--- config.mk ---
export PLATFORM = sky130hd
export DESIGN_NAME = websocket_frame_deframer_flat
export DESIGN_NICKNAME = d
export VERILOG_FILES = /design/src/design/wsd_pkg.sv /design/src/design/wsd_byte_if.sv /design/src/design/wsd_result_if.sv /design/src/design/wsd_in_stage.sv /design/src/design/wsd_parser.sv /design/src/design/websocket_frame_deframer.sv /design/src/flat_wrapper.sv
export VERILOG_INCLUDE_DIRS = /design/src /design/src/design
export SDC_FILE = /design/constraint.sdc
export NUM_CORES = 1
export LEC_CHECK = 0
export BUFFER_PORTS_ARGS = -buffer_cell sky130_fd_sc_hd__buf_2
export CAP_MARGIN = 15
export CORE_MARGIN = 2
export CORE_UTILIZATION = 55
export DETAILED_ROUTE_END_ITERATION = 8
export HOLD_SLACK_MARGIN = 0.02
export PLACE_DENSITY = 0.69
export REMOVE_ABC_BUFFERS = 1
export SLEW_MARGIN = 0
export SYNTH_ARGS = -nofsm -noshare
export SYNTH_HDL_FRONTEND = slang
export SYNTH_HIERARCHICAL = 1
export SYNTH_SLANG_ARGS = --single-unit
--- constraint.sdc ---
create_clock -name clk -period 5.3 [get_ports clk]
set_clock_uncertainty 0.15 [all_clocks]
set_input_delay 0.265 -clock clk [delete_from_list [all_inputs] [get_ports clk]]
set_output_delay 0.265 -clock clk [all_outputs]
set_load 0.01 [all_outputs]
--- src/design/assert_macros.svh ---
// ============================================================================
// Assertion macros
// Shared concurrent assertion forms for the frame deframer.
// ============================================================================
`ifndef ASSERT_MACROS_SVH
`define ASSERT_MACROS_SVH

// Same-cycle implication, disabled while reset is asserted.
`define ASSERT_IMPLIES(label, clk, rst_n, ante, cons) \
    label: assert property (@(posedge clk) disable iff (!rst_n) (ante) |-> (cons)) \
        else $error("assertion failed: same-cycle implication");

// Next-cycle implication, disabled while reset is asserted.
`define ASSERT_NEXT(label, clk, rst_n, ante, cons) \
    label: assert property (@(posedge clk) disable iff (!rst_n) (ante) |=> (cons)) \
        else $error("assertion failed: next-cycle implication");

`endif

--- src/design/wsd_pkg.sv ---
// ============================================================================
// WebSocket deframer package
// Types, codes and the opcode decoder shared by the deframer modules.
// ============================================================================
package wsd_pkg;

    typedef enum logic [2:0] {
        PH_HDR1    = 3'd0,
        PH_HDR2    = 3'd1,
        PH_EXTLEN  = 3'd2,
        PH_MASK    = 3'd3,
        PH_PAYLOAD = 3'd4
    } phase_t;

    localparam logic [3:0] OP_CONT   = 4'h0;
    localparam logic [3:0] OP_TEXT   = 4'h1;
    localparam logic [3:0] OP_BINARY = 4'h2;
    localparam logic [3:0] OP_CLOSE  = 4'h8;
    localparam logic [3:0] OP_PING   = 4'h9;
    localparam logic [3:0] OP_PONG   = 4'hA;

    localparam logic [2:0] KIND_CONT    = 3'd0;
    localparam logic [2:0] KIND_TEXT    = 3'd1;
    localparam logic [2:0] KIND_BINARY  = 3'd2;
    localparam logic [2:0] KIND_CLOSE   = 3'd3;
    localparam logic [2:0] KIND_PING    = 3'd4;
    localparam logic [2:0] KIND_PONG    = 3'd5;
    localparam logic [2:0] KIND_INVALID = 3'd6;

    localparam logic [6:0] LEN7_EXT16 = 7'd126;
    localparam logic [6:0] LEN7_EXT64 = 7'd127;

    // Byte counts of the extended length and mask key fields. An 8-byte
    // length is loaded as zero: the 3-bit down counter wraps to seven.
    localparam logic [2:0] CNT_EXT16 = 3'd2;
    localparam logic [2:0] CNT_EXT64 = 3'd0;
    localparam logic [2:0] CNT_MASK  = 3'd4;

    // One registered stream byte handed from the input stage to the parser.
    typedef struct packed {
        logic       valid;
        logic [7:0] data;
    } byte_item_t;

    function automatic logic [2:0] map_opcode(input logic [3:0] op);
        logic [2:0] k;
        unique case (op)
            OP_CONT:   k = KIND_CONT;
            OP_TEXT:   k = KIND_TEXT;
            OP_BINARY: k = KIND_BINARY;
            OP_CLOSE:  k = KIND_CLOSE;
            OP_PING:   k = KIND_PING;
            OP_PONG:   k = KIND_PONG;
            default:   k = KIND_INVALID;
        endcase
        return k;
    endfunction

endpackage

--- src/design/wsd_byte_if.sv ---
// ============================================================================
// Byte stream interface
// Valid/ready channel carrying one raw stream byte per transaction.
// ============================================================================
interface wsd_byte_if;
    logic       valid;
    logic       ready;
    logic [7:0] in_byte;

    modport source (output valid, output in_byte, input ready);
    modport sink (input valid, input in_byte, output ready);
endinterface

--- src/design/wsd_result_if.sv ---
// ============================================================================
// Result interface
// Valid/ready channel carrying one unmasked payload result per transaction.
// ============================================================================
interface wsd_result_if;
    logic       valid;
    logic       ready;
    logic [7:0] payload_byte;
    logic       has_data;
    logic [2:0] frame_kind;
    logic       fin_flag;
    logic       frame_end;
    logic       message_end;

    modport source (
        output valid, output payload_byte, output has_data, output frame_kind,
        output fin_flag, output frame_end, output message_end, input ready
    );
    modport sink (
        input valid, input payload_byte, input has_data, input frame_kind,
        input fin_flag, input frame_end, input message_end, output ready
    );
endinterface

--- src/design/wsd_in_stage.sv ---
// ============================================================================
// Deframer input stage
// Registers each accepted stream byte until the parser consumes it.
// ============================================================================
module wsd_in_stage
(
    input  logic                clk,
    input  logic                rst_n,
    wsd_byte_if.sink            stream,
    input  logic                take,
    output wsd_pkg::byte_item_t item
);

    logic       valid_reg;
    logic       valid_next;
    logic [7:0] data_reg;
    logic       accept;

    // Room whenever the stage is empty or its byte leaves this cycle.
    assign stream.ready = !valid_reg || take;
    assign accept       = stream.valid && stream.ready;

    always_comb
    begin
        valid_next = valid_reg;
        if (accept)
        begin
            valid_next = 1'b1;
        end
        else if (take)
        begin
            valid_next = 1'b0;
        end
    end

    always_ff @(posedge clk or negedge rst_n)
    begin
        if (!rst_n)
        begin
            valid_reg <= 1'b0;
        end
        else
        begin
            valid_reg <= valid_next;
        end
    end

    always_ff @(posedge clk)
    begin
        if (accept)
        begin
            data_reg <= stream.in_byte;
        end
    end

    assign item.valid = valid_reg;
    assign item.data  = data_reg;

endmodule

--- src/design/wsd_parser.sv ---
// ============================================================================
// Deframer parser
// Header state machine, length and mask tracking, and the result register.
// ============================================================================
`include "assert_macros.svh"

module wsd_parser
#(
    parameter int LEN_BITS = 64
)
(
    input  logic                clk,
    input  logic                rst_n,
    input  wsd_pkg::byte_item_t item,
    output logic                take,
    wsd_result_if.source        result
);

    wsd_pkg::phase_t     phase_reg;
    wsd_pkg::phase_t     phase_next;
    logic                fin_reg;
    logic                fin_next;
    logic [2:0]          kind_reg;
    logic [2:0]          kind_next;
    logic                masked_reg;
    logic                masked_next;
    logic [LEN_BITS-1:0] rem_reg;
    logic [LEN_BITS-1:0] rem_next;
    logic                ovf_reg;
    logic                ovf_next;
    logic [2:0]          cnt_reg;
    logic [2:0]          cnt_next;
    logic [31:0]         key_reg;
    logic [31:0]         key_next;
    logic [1:0]          mph_reg;
    logic [1:0]          mph_next;

    logic                out_valid_reg;
    logic                out_valid_next;
    logic [7:0]          out_data_reg;
    logic                out_has_reg;
    logic [2:0]          out_kind_reg;
    logic                out_fin_reg;
    logic                out_end_reg;

    logic [7:0]          b;
    logic [6:0]          len7;
    logic                len7_ext;
    logic [LEN_BITS-1:0] len7_wide;
    logic [LEN_BITS-1:0] ext_shift;
    logic                ext_ovf;
    logic [LEN_BITS-1:0] ext_final;
    logic [2:0]          cnt_dec;
    logic [LEN_BITS-1:0] rem_dec;
    logic [7:0]          key_byte;

    logic                emit;
    logic [7:0]          emit_data;
    logic                emit_has;

    assign take = item.valid && (!out_valid_reg || result.ready);

    // Shared datapath terms.
    assign b         = item.data;
    assign len7      = b[6:0];
    assign len7_ext  = (len7 == wsd_pkg::LEN7_EXT16) || (len7 == wsd_pkg::LEN7_EXT64);
    assign len7_wide = {{(LEN_BITS-7){1'b0}}, len7};
    assign ext_shift = {rem_reg[LEN_BITS-9:0], b};
    assign ext_ovf   = ovf_reg || (rem_reg[LEN_BITS-1 -: 8] != 8'd0);
    assign ext_final = ext_ovf ? {LEN_BITS{1'b1}} : ext_shift;
    assign cnt_dec   = cnt_reg - 3'd1;
    assign rem_dec   = (rem_reg != '0) ? (rem_reg - {{(LEN_BITS-1){1'b0}}, 1'b1}) : rem_reg;

    always_comb
    begin
        case (mph_reg)
            2'd0:    key_byte = key_reg[31:24];
            2'd1:    key_byte = key_reg[23:16];
            2'd2:    key_byte = key_reg[15:8];
            default: key_byte = key_reg[7:0];
        endcase
    end

    // Next-state logic.
    always_comb
    begin
        logic                do_after;
        logic                after_masked;
        logic [LEN_BITS-1:0] after_len;

        phase_next   = phase_reg;
        fin_next     = fin_reg;
        kind_next    = kind_reg;
        masked_next  = masked_reg;
        rem_next     = rem_reg;
        ovf_next     = ovf_reg;
        cnt_next     = cnt_reg;
        key_next     = key_reg;
        mph_next     = mph_reg;
        do_after     = 1'b0;
        after_masked = masked_reg;
        after_len    = rem_reg;

        if (take)
        begin
            unique case (phase_reg)
                wsd_pkg::PH_HDR2:
                begin
                    masked_next = b[7];
                    mph_next    = 2'd0;
                    if (len7_ext)
                    begin
                        cnt_next   = (len7 == wsd_pkg::LEN7_EXT16) ? wsd_pkg::CNT_EXT16
                                                                   : wsd_pkg::CNT_EXT64;
                        rem_next   = '0;
                        ovf_next   = 1'b0;
                        phase_next = wsd_pkg::PH_EXTLEN;
                    end
                    else
                    begin
                        rem_next     = len7_wide;
                        do_after     = 1'b1;
                        after_masked = b[7];
                        after_len    = len7_wide;
                    end
                end
                wsd_pkg::PH_EXTLEN:
                begin
                    cnt_next = cnt_dec;
                    ovf_next = ext_ovf;
                    rem_next = ext_shift;
                    if (cnt_dec == 3'd0)
                    begin
                        rem_next  = ext_final;
                        do_after  = 1'b1;
                        after_len = ext_final;
                    end
                end
                wsd_pkg::PH_MASK:
                begin
                    key_next = {key_reg[23:0], b};
                    cnt_next = cnt_dec;
                    if (cnt_dec == 3'd0)
                    begin
                        phase_next = (rem_reg == '0) ? wsd_pkg::PH_HDR1 : wsd_pkg::PH_PAYLOAD;
                    end
                end
                wsd_pkg::PH_PAYLOAD:
                begin
                    mph_next = mph_reg + 2'd1;
                    rem_next = rem_dec;
                    if (rem_dec == '0)
                    begin
                        phase_next = wsd_pkg::PH_HDR1;
                    end
                end
                default:
                begin
                    // First header byte; unused phase codes land here as well.
                    fin_next   = b[7];
                    kind_next  = wsd_pkg::map_opcode(b[3:0]);
                    phase_next = wsd_pkg::PH_HDR2;
                end
            endcase

            if (do_after)
            begin
                if (after_masked)
                begin
                    phase_next = wsd_pkg::PH_MASK;
                    cnt_next   = wsd_pkg::CNT_MASK;
                    key_next   = '0;
                end
                else if (after_len == '0)
                begin
                    phase_next = wsd_pkg::PH_HDR1;
                end
                else
                begin
                    phase_next = wsd_pkg::PH_PAYLOAD;
                end
            end
        end
    end

    // Result generation.
    always_comb
    begin
        emit      = 1'b0;
        emit_data = 8'd0;
        emit_has  = 1'b0;
        unique case (phase_reg)
            wsd_pkg::PH_HDR2:
            begin
                emit = !b[7] && !len7_ext && (len7 == 7'd0);
            end
            wsd_pkg::PH_EXTLEN:
            begin
                emit = (cnt_dec == 3'd0) && !masked_reg && (ext_final == '0);
            end
            wsd_pkg::PH_MASK:
            begin
                emit = (cnt_dec == 3'd0) && (rem_reg == '0);
            end
            wsd_pkg::PH_PAYLOAD:
            begin
                emit      = 1'b1;
                emit_has  = 1'b1;
                emit_data = masked_reg ? (b ^ key_byte) : b;
            end
            default:
            begin
                emit = 1'b0;
            end
        endcase
    end

    always_comb
    begin
        out_valid_next = out_valid_reg;
        if (take && emit)
        begin
            out_valid_next = 1'b1;
        end
        else if (result.ready)
        begin
            out_valid_next = 1'b0;
        end
    end

    always_ff @(posedge clk or negedge rst_n)
    begin
        if (!rst_n)
        begin
            phase_reg     <= wsd_pkg::PH_HDR1;
            fin_reg       <= 1'b0;
            kind_reg      <= wsd_pkg::KIND_CONT;
            masked_reg    <= 1'b0;
            rem_reg       <= '0;
            ovf_reg       <= 1'b0;
            cnt_reg       <= 3'd0;
            key_reg       <= '0;
            mph_reg       <= 2'd0;
            out_valid_reg <= 1'b0;
        end
        else
        begin
            phase_reg     <= phase_next;
            fin_reg       <= fin_next;
            kind_reg      <= kind_next;
            masked_reg    <= masked_next;
            rem_reg       <= rem_next;
            ovf_reg       <= ovf_next;
            cnt_reg       <= cnt_next;
            key_reg       <= key_next;
            mph_reg       <= mph_next;
            out_valid_reg <= out_valid_next;
        end
    end

    // The end flag of a payload byte is the decremented count hitting zero;
    // every other result closes an empty frame.
    always_ff @(posedge clk)
    begin
        if (take && emit)
        begin
            out_data_reg <= emit_data;
            out_has_reg  <= emit_has;
            out_kind_reg <= kind_reg;
            out_fin_reg  <= fin_reg;
            out_end_reg  <= emit_has ? (rem_dec == '0) : 1'b1;
        end
    end

    assign result.valid        = out_valid_reg;
    assign result.payload_byte = out_data_reg;
    assign result.has_data     = out_has_reg;
    assign result.frame_kind   = out_kind_reg;
    assign result.fin_flag     = out_fin_reg;
    assign result.frame_end    = out_end_reg;
    assign result.message_end  = out_end_reg && out_fin_reg;

    `ASSERT_IMPLIES(a_payload_len_live, clk, rst_n,
                    phase_reg == wsd_pkg::PH_PAYLOAD, rem_reg != '0)
    `ASSERT_IMPLIES(a_empty_result_ends, clk, rst_n,
                    result.valid && !result.has_data, result.frame_end && result.payload_byte == 8'd0)
    `ASSERT_NEXT(a_end_back_to_hdr, clk, rst_n,
                 take && emit && (!emit_has || rem_dec == '0), phase_reg == wsd_pkg::PH_HDR1)

endmodule

--- src/design/websocket_frame_deframer.sv ---
// Flow: an accepted byte is registered in the input stage; the parser then registers its result.
// Throughput: one byte per cycle unless results back up; the parse logic holds no loop over cycles.
// The input register decouples the sides: one more byte is accepted while a finished result waits.
// Reset (rst_n, asynchronous, active low) empties both stages and returns to the header phase.
// ============================================================================
// WebSocket frame deframer
// Parses a framed byte stream and delivers unmasked payload bytes with tags.
// ============================================================================
//
// Structure: an input stage registers each accepted byte; the parser then
// advances the header state machine on that byte and, when the byte yields a
// result, loads the result register in the same cycle. The header bytes, the
// extended length bytes and the mask key bytes yield no result, except as
// below. Each payload byte yields one result, in a masked frame XORed with
// the mask key byte selected by its position modulo four. A frame with an
// empty payload yields one dataless result on the byte completing its header.
//
// An extended length that does not fit in LEN_BITS saturates to all ones.
// Stalls on the result side propagate to the input side one transaction
// deep: the input stage keeps accepting until both registers hold data.
module websocket_frame_deframer
#(
    parameter int LEN_BITS = 64
)
(
    input  logic         clk,
    input  logic         rst_n,
    wsd_byte_if.sink     stream,
    wsd_result_if.source result
);

    wsd_pkg::byte_item_t item;
    logic                take;

    // Input register: holds one transaction until the parser consumes it.
    wsd_in_stage u_in_stage
    (
        .clk    (clk),
        .rst_n  (rst_n),
        .stream (stream),
        .take   (take),
        .item   (item)
    );

    // Header parsing, length countdown, unmasking and the result register.
    wsd_parser
    #(
        .LEN_BITS (LEN_BITS)
    )
    u_parser
    (
        .clk    (clk),
        .rst_n  (rst_n),
        .item   (item),
        .take   (take),
        .result (result)
    );

endmodule
--- src/flat_wrapper.sv ---
// flat-port wrapper written by rule: the top's interface ports become plain ports
module websocket_frame_deframer_flat 
#(
    parameter int LEN_BITS = 64
)
  (clk, rst_n, stream_valid, stream_in_byte, stream_ready, result_valid, result_payload_byte, result_has_data, result_frame_kind, result_fin_flag, result_frame_end, result_message_end, result_ready);
  wsd_byte_if stream_i ();
  wsd_result_if result_i ();
  input  logic clk;
  input  logic rst_n;
  input wire logic [$bits(stream_i.valid)-1:0] stream_valid;
  input wire logic [$bits(stream_i.in_byte)-1:0] stream_in_byte;
  output wire logic [$bits(stream_i.ready)-1:0] stream_ready;
  output wire logic [$bits(result_i.valid)-1:0] result_valid;
  output wire logic [$bits(result_i.payload_byte)-1:0] result_payload_byte;
  output wire logic [$bits(result_i.has_data)-1:0] result_has_data;
  output wire logic [$bits(result_i.frame_kind)-1:0] result_frame_kind;
  output wire logic [$bits(result_i.fin_flag)-1:0] result_fin_flag;
  output wire logic [$bits(result_i.frame_end)-1:0] result_frame_end;
  output wire logic [$bits(result_i.message_end)-1:0] result_message_end;
  input wire logic [$bits(result_i.ready)-1:0] result_ready;
  assign stream_i.valid = stream_valid;
  assign stream_i.in_byte = stream_in_byte;
  assign stream_ready = stream_i.ready;
  assign result_valid = result_i.valid;
  assign result_payload_byte = result_i.payload_byte;
  assign result_has_data = result_i.has_data;
  assign result_frame_kind = result_i.frame_kind;
  assign result_fin_flag = result_i.fin_flag;
  assign result_frame_end = result_i.frame_end;
  assign result_message_end = result_i.message_end;
  assign result_i.ready = result_ready;
  websocket_frame_deframer #(.LEN_BITS(LEN_BITS)) u_core (.clk(clk), .rst_n(rst_n), .stream(stream_i), .result(result_i));
endmodule
* Word level (Yosys, flattened, before mapping) *
Index checks and enable logic that the tools add are counted.

operators by class
  add/sub/neg operators = 3
  equal/unequal tests = 18
  mux-type cells = 44
  bitwise gates (word level) = 2
  reduce and logical (&&, ||, !) cells = 41

operators by type and width
  kind                                                 count
  two-way mux 64 bit                                   6
  logical NOT 64 bit                                   4
  case mux 64 bit (3 select lines)                     1
  case mux 64 bit (2 select lines)                     1
  two-way mux 32 bit                                   3
  nonzero test 64 bit                                  1
  subtractor 64 x 1 -> 64 bit, second input constant   1
  two-way mux 3 bit                                    10
  case mux 8 bit (3 select lines)                      1
  case mux 3 bit (6 select lines)                      1
  equality test 7 bit, second input constant           2
  equality test 4 bit, second input constant           3
  two-way mux 1 bit                                    12
  case mux 3 bit (4 select lines)                      1
  logical AND 1 bit                                    9
  inequality test 3 bit, second input constant         3
  two-way mux 8 bit                                    1
  AND reduction 2 bit                                  4
  nonzero test 2 bit                                   4
  nonzero test 8 bit                                   1
  bitwise XOR 8 bit                                    1
  logical NOT 7 bit                                    1
  two-way mux 7 bit                                    1
  equality test 3 x 2 -> 1 bit, second input constant  2
  25 further kinds                                     34

word-level totals
  register bits = 134
  input bits = 12
  output and inout port bits = 17
  word-level logic and storage cells = 125

* Depth between registers and ports, before layout *
  word-level depth = 10
  gate-level depth with buffers = 13
  mapped depth without buffers = 11

* Cells and area by module *
Netlist, hierarchy kept.

by module, submodules not included
  module        times used  cells an instance  area an instance (um2)  seq. area each (um2)
  wsd_parser    1           1122               8782.2                  3198.1
  wsd_in_stage  1           13                 301.5                   265.3

* Least setup slack after synthesis *
OpenSTA, ideal clock, no wires.

  path kind = flip-flop to flip-flop
  start point = reg u_core.u_parser.rem_reg[1]
  end point = reg u_core.u_parser.out_end_reg (netlist: u_core/u_parser/result.frame_end), data pin
  setup time = 135 ps
  data arrival time = 3587 ps
  data required time = 5015 ps
  path slack = 1428 ps
  stages on the path, launching flop included = 14
  path buffers = 2
  period minus slack after synthesis = 3872 ps
  cells stage by stage = dfrtp_1 > clkbuf_1 > inv_1 > ha_1 > or4b_2 > nor2_1 > nand3_1 > clkbuf_1 > o311ai_0 > xnor2_1 > o2111ai_1 > or4_1 > nor4_2 > nand2b_1

on the way
  cells in the longest elaborated chain, start to end = 3
  elaborated cells between the ends (all ways) = 4
  classes of those cells = add/sub (1); mux (1); reduce/logical (2)

RTL lines
  item                                                                       RTL line           RTL
  start: declaration                                                         wsd_parser.sv:27   logic [LEN_BITS-1:0] rem_reg;
  start signal: assignment                                                   wsd_parser.sv:252  rem_reg <= rem_next;
  subtractor 64 x 1 -> 64 bit / nonzero test 64 bit (equally long branches)  wsd_parser.sv:72   assign rem_dec = (rem_reg != '0) ? (rem_reg - {{(LEN_BITS-1){1'b0}}, 1'b1}) : rem_reg;
  two-way mux 64 bit (*)                                                     wsd_parser.sv:72
  logical NOT 64 bit (*)                                                     wsd_parser.sv:271  out_end_reg <= emit_has ? (rem_dec == '0) : 1'b1;
  end signal: assignment                                                     wsd_parser.sv:271
  end: declaration                                                           wsd_parser.sv:44   logic out_end_reg;

Every way passes the cells marked *; elsewhere a longest branch is shown, timed or not.
A chain may end at the register's enable or synchronous reset.

* Final worst setup path *
  start point = reg u_core.u_parser.rem_reg[0]
  end point = reg u_core.u_parser.out_end_reg (netlist: u_core/u_parser/result.frame_end), data pin

Same word-level chain as after synthesis.

==> flow_summary.yaml <==
outcome:
  status: "finished clean"
timing:
  fin_crit_sh_pct: 85.0
  tns_ns: 0
  worstMarginPinSlew_ns: 1.19
  rsz0062_at_grt: "false"
  slew_violations: 0
  finalHoldViolCount: 0
  period_minus_slack_ns: 4.51
  relSlewSlack_pct: 19.8
  setup_viol: 0
  max_freq_mhz: 222
power_and_ir_drop:
  power.share.switching_pct: 33.4
  peakVddDrop_mv: 0.268
  clockPowerShare_pct: 38.7
  combPwrFrac_pct: 17.2
  p_seq_share_pct: 44.1
  powerDensity_nw_per_um2: 297
  p_sw_mw: 0.989
  p_int_mw: 1.97
  p_leak_nw: 3.48
die:
  fp.dieW_um: 133
  initial_utilization_pct: 56.8
  row_count: 46
  core_um2: 16000
  ios: 29
  die_h_um: 133
  dieArea_um2: 17600
synthesis:
  synth_edf_count: 22
  ys.flop_type: "dfrtp_1"
  synthArstFlopShare_pct: 83.6
  synthDistinctLibCells: 78
  syn_inst: 1135
  yosys_warnings: 6
  synthesis.area_um2: 9080
  syn_area_per_cell_um2: 8.00
  ys_seq_elements: 134
  yosysSeqAreaShare_pct: 38.1
placed_design:
  numPortBuffers: 28
  gp_congestion: 1.02
  numPlacedInstances: 1293
  dpl.hpwl_mm: 21.4
setup_path:
  r2r_setup_slack_ns: 0.79
  reg2reg_from: "u_core/u_parser/rem_reg[0]$_DFFE_PN0P_"
  reg2reg_depth: 11
  startpoint_type: "register"
  worstReg2RegEnd: "u_core/u_parser/result.frame_end$_SDFFCE_PN1P_"
  timing.critical_path.fanout_max: 7
  cp.arrival_ns: 4.66
  crit_chain: "inv_1 > ha_1 > or4b_2 > nor2_1 > nand3_1 > a211oi_1 > xnor2_1 > o2111ai_1 > or4_1 > nor4_2 > nand2b_1"
  startpoint: "u_core/u_parser/rem_reg[0]$_DFFE_PN0P_"
  cp-end-kind: "register"
  critPathKind: "register to register"
  max_stage_delay_ns: 0.72
  crit_required_ns: 5.45
  crit_path_top_delay_cell: "a211oi_1"
global_route:
  grt_pass1_vias: 8762
  grt_max_degree: 87
  grt_pass1_wl_mm: 50.5
  grt.overflow.total: 0
  antenna_found_initial: 0
  grt.total_usage_pct: 37.0
detailed_routing:
  routedWlPerCell_um: 24.2
  drc: 0
  drt_pass1_iterations: 7
  ant_nets: 0
  num_vias: 9347
  viasPerCell: 6.99
  wl_mm: 32.4
  drtIter0Drc: 1288
finish:
  regArea_um2: 3460
  areaGrowthSynthToFinish_pct: 9.75
  antenna_cells: 0
  multiInputGateArea_um2: 5120
  largest_reg_flops: 64
  fin_cells: 1337
  final_common_cell: "a21oi_1"
  nets: 1127
  fillers: 1436
  drive_above_1_share_pct: 10.8
  layout_common_cells: "a21oi_1, nand2_1, nor2_1"
min_path:
  holdPathEnd: "u_core/u_parser/result.frame_kind[0]$_DFFE_PP_"
  hold_depth: 0
  min_path_type: "register to register"
  hold_start: "u_core/u_parser/kind_reg[0]$_DFFE_PN0P_"
clock_network:
  post_cts_resized: 0
  cts.htree.levels: 4
  clockRootBuffer: "clkbuf_16"
  cts_hold_buf: 11
  postCtsSetupRepairBufs: 0
  clkLatencyLatePin_ns: 0.43
  clock-sinks: 134
  cts_tree: "yes"
  clk_path_buf_depth: 2
  clk_pin_slew_ns: 0.07
  cts_buffers: 17
job:
  drv_cap: 0
[worst max-delay path, delay by kind of cell, from the launching register on]
family	cells	cell delay (ns)
buffers and inverters	1	0.17
xor gates and xnor gates	1	0.20
AOI/OAI and AO/OA	2	0.89
and+or+nand+nor	6	2.18
DFF	1	0.44
adders and majority gates	1	0.35
[per-layer routing]
| layer | GRT usage [%] | routed length [um] | part of all wire, % |
|---|---|---|---|
| met1 | 48.8 | 12700 | 39 |
| met2 | 56.7 | 14500 | 45 |
| met3 | 8.93 | 3320 | 10 |
| met4 | 19.1 | 1750 | 5.4 |
| met5 | 0 | 0 | 0 |
[layout make-up]
| cell class | instances | area share [%] |
|---|---|---|
| inverters | 24 | 0.904 |
| well taps | 216 | 2.71 |
| multi-input cells | 866 | 51.4 |
| flip-flops and latches | 134 | 34.7 |
| clock buffers | 18 | 4.30 |
| clock inverters | 14 | 1.26 |
| repair buffers | 65 | 4.69 |
[through the flow]
stage	total power, mW	utilization [%]	worst slack, ns	area [um2]	hold slack (ns)
6_report	2.96	62.3	0.792	9970	0.295
5_1_grt	3.08	62.3	0.597	9970	0.300
4_1_cts	2.95	62.1	0.881	9940	0.297
3_5_place_dp	1.81	58.0	0.901	9280	0.283
3_3_place_gp	1.80	58.0	1.01	9280	0.277
2_1_floorplan	1.60	-	-2.07	8650	-0.181
[cells by family (layout without fill, tap and decap cells)]
kind of cell               count (synthesis)  count (layout)  synth area share, %
AOI/OAI and AO/OA                        365             365                 26.4
xor gates and xnor gates                  32              32                 3.09
adders and majority gates                  7               7                0.964
buffers and inverters                    135             121                 5.81
DFF                                      134             134                 38.1
muxes                                      4               4                0.468
and+or+nand+nor                          458             458                 25.1
[Yosys cell counts (3+ instances only)]
master	n	area, um2
and2_1	5	31.3
dfrtp_1	112	2800
buf_1	5	18.8
a21oi_1	146	731
nand3_1	27	135
or3_1	14	87.6
o31a_1	4	35.0
edfxtp_1	22	661
o31ai_1	7	52.6
o21ai_1	3	15.0
nor4_1	30	188
nor3_2	3	30.0
o22ai_1	8	50.1
a211oi_1	26	195
and4_1	3	26.3
nand4_1	17	106
nor3_1	40	200
or4_4	3	33.8
and3_1	9	56.3
o21a_1	5	37.5
a22o_1	5	43.8
nand2b_1	6	37.5
nor4b_1	3	26.3
ha_1	7	87.6
nand2_1	133	499
inv_1	22	82.6
a2bb2oi_1	3	26.3
o21ai_0	50	250
xor2_1	16	140
or2_2	9	56.3
a221o_1	18	180
nor2b_1	7	43.8
a211o_1	11	96.3
xnor2_1	16	140
o41ai_1	5	43.8
clkbuf_1	101	379
o211ai_1	6	45.0
o2111ai_1	5	43.8
nor2_1	120	450
a31oi_1	14	87.6
a221oi_1	12	105
a21o_1	8	60.1
or4_1	13	97.6
a222oi_1	9	90.1
[worst max path at each step]
stage | slack, ns | end | cells after the start
floorplan | -2.07 | u_core/u_parser/rem_reg[35]$_DFFE_PN0P_ | 8
global placement | 1.01 | u_core/u_parser/result.frame_end$_SDFFCE_PN1P_ | 11
detailed placement | 0.90 | u_core/u_parser/result.frame_end$_SDFFCE_PN1P_ | 11
CTS | 0.88 | u_core/u_parser/result.frame_end$_SDFFCE_PN1P_ | 11
global route | 0.60 | u_core/u_parser/result.frame_end$_SDFFCE_PN1P_ | 11
finish | 0.79 | u_core/u_parser/result.frame_end$_SDFFCE_PN1P_ | 11
[power by group through the flow]
stage               combinational [mW]  clock [mW]  sequential [mW]
floorplan                        0.339           0             1.26
global placement                 0.489           0             1.31
detailed placement               0.494           0             1.32
CTS                              0.503        1.15             1.30
global route                     0.559        1.20             1.32
finish                           0.510        1.15             1.31
(Power assumes the default switching activity.)
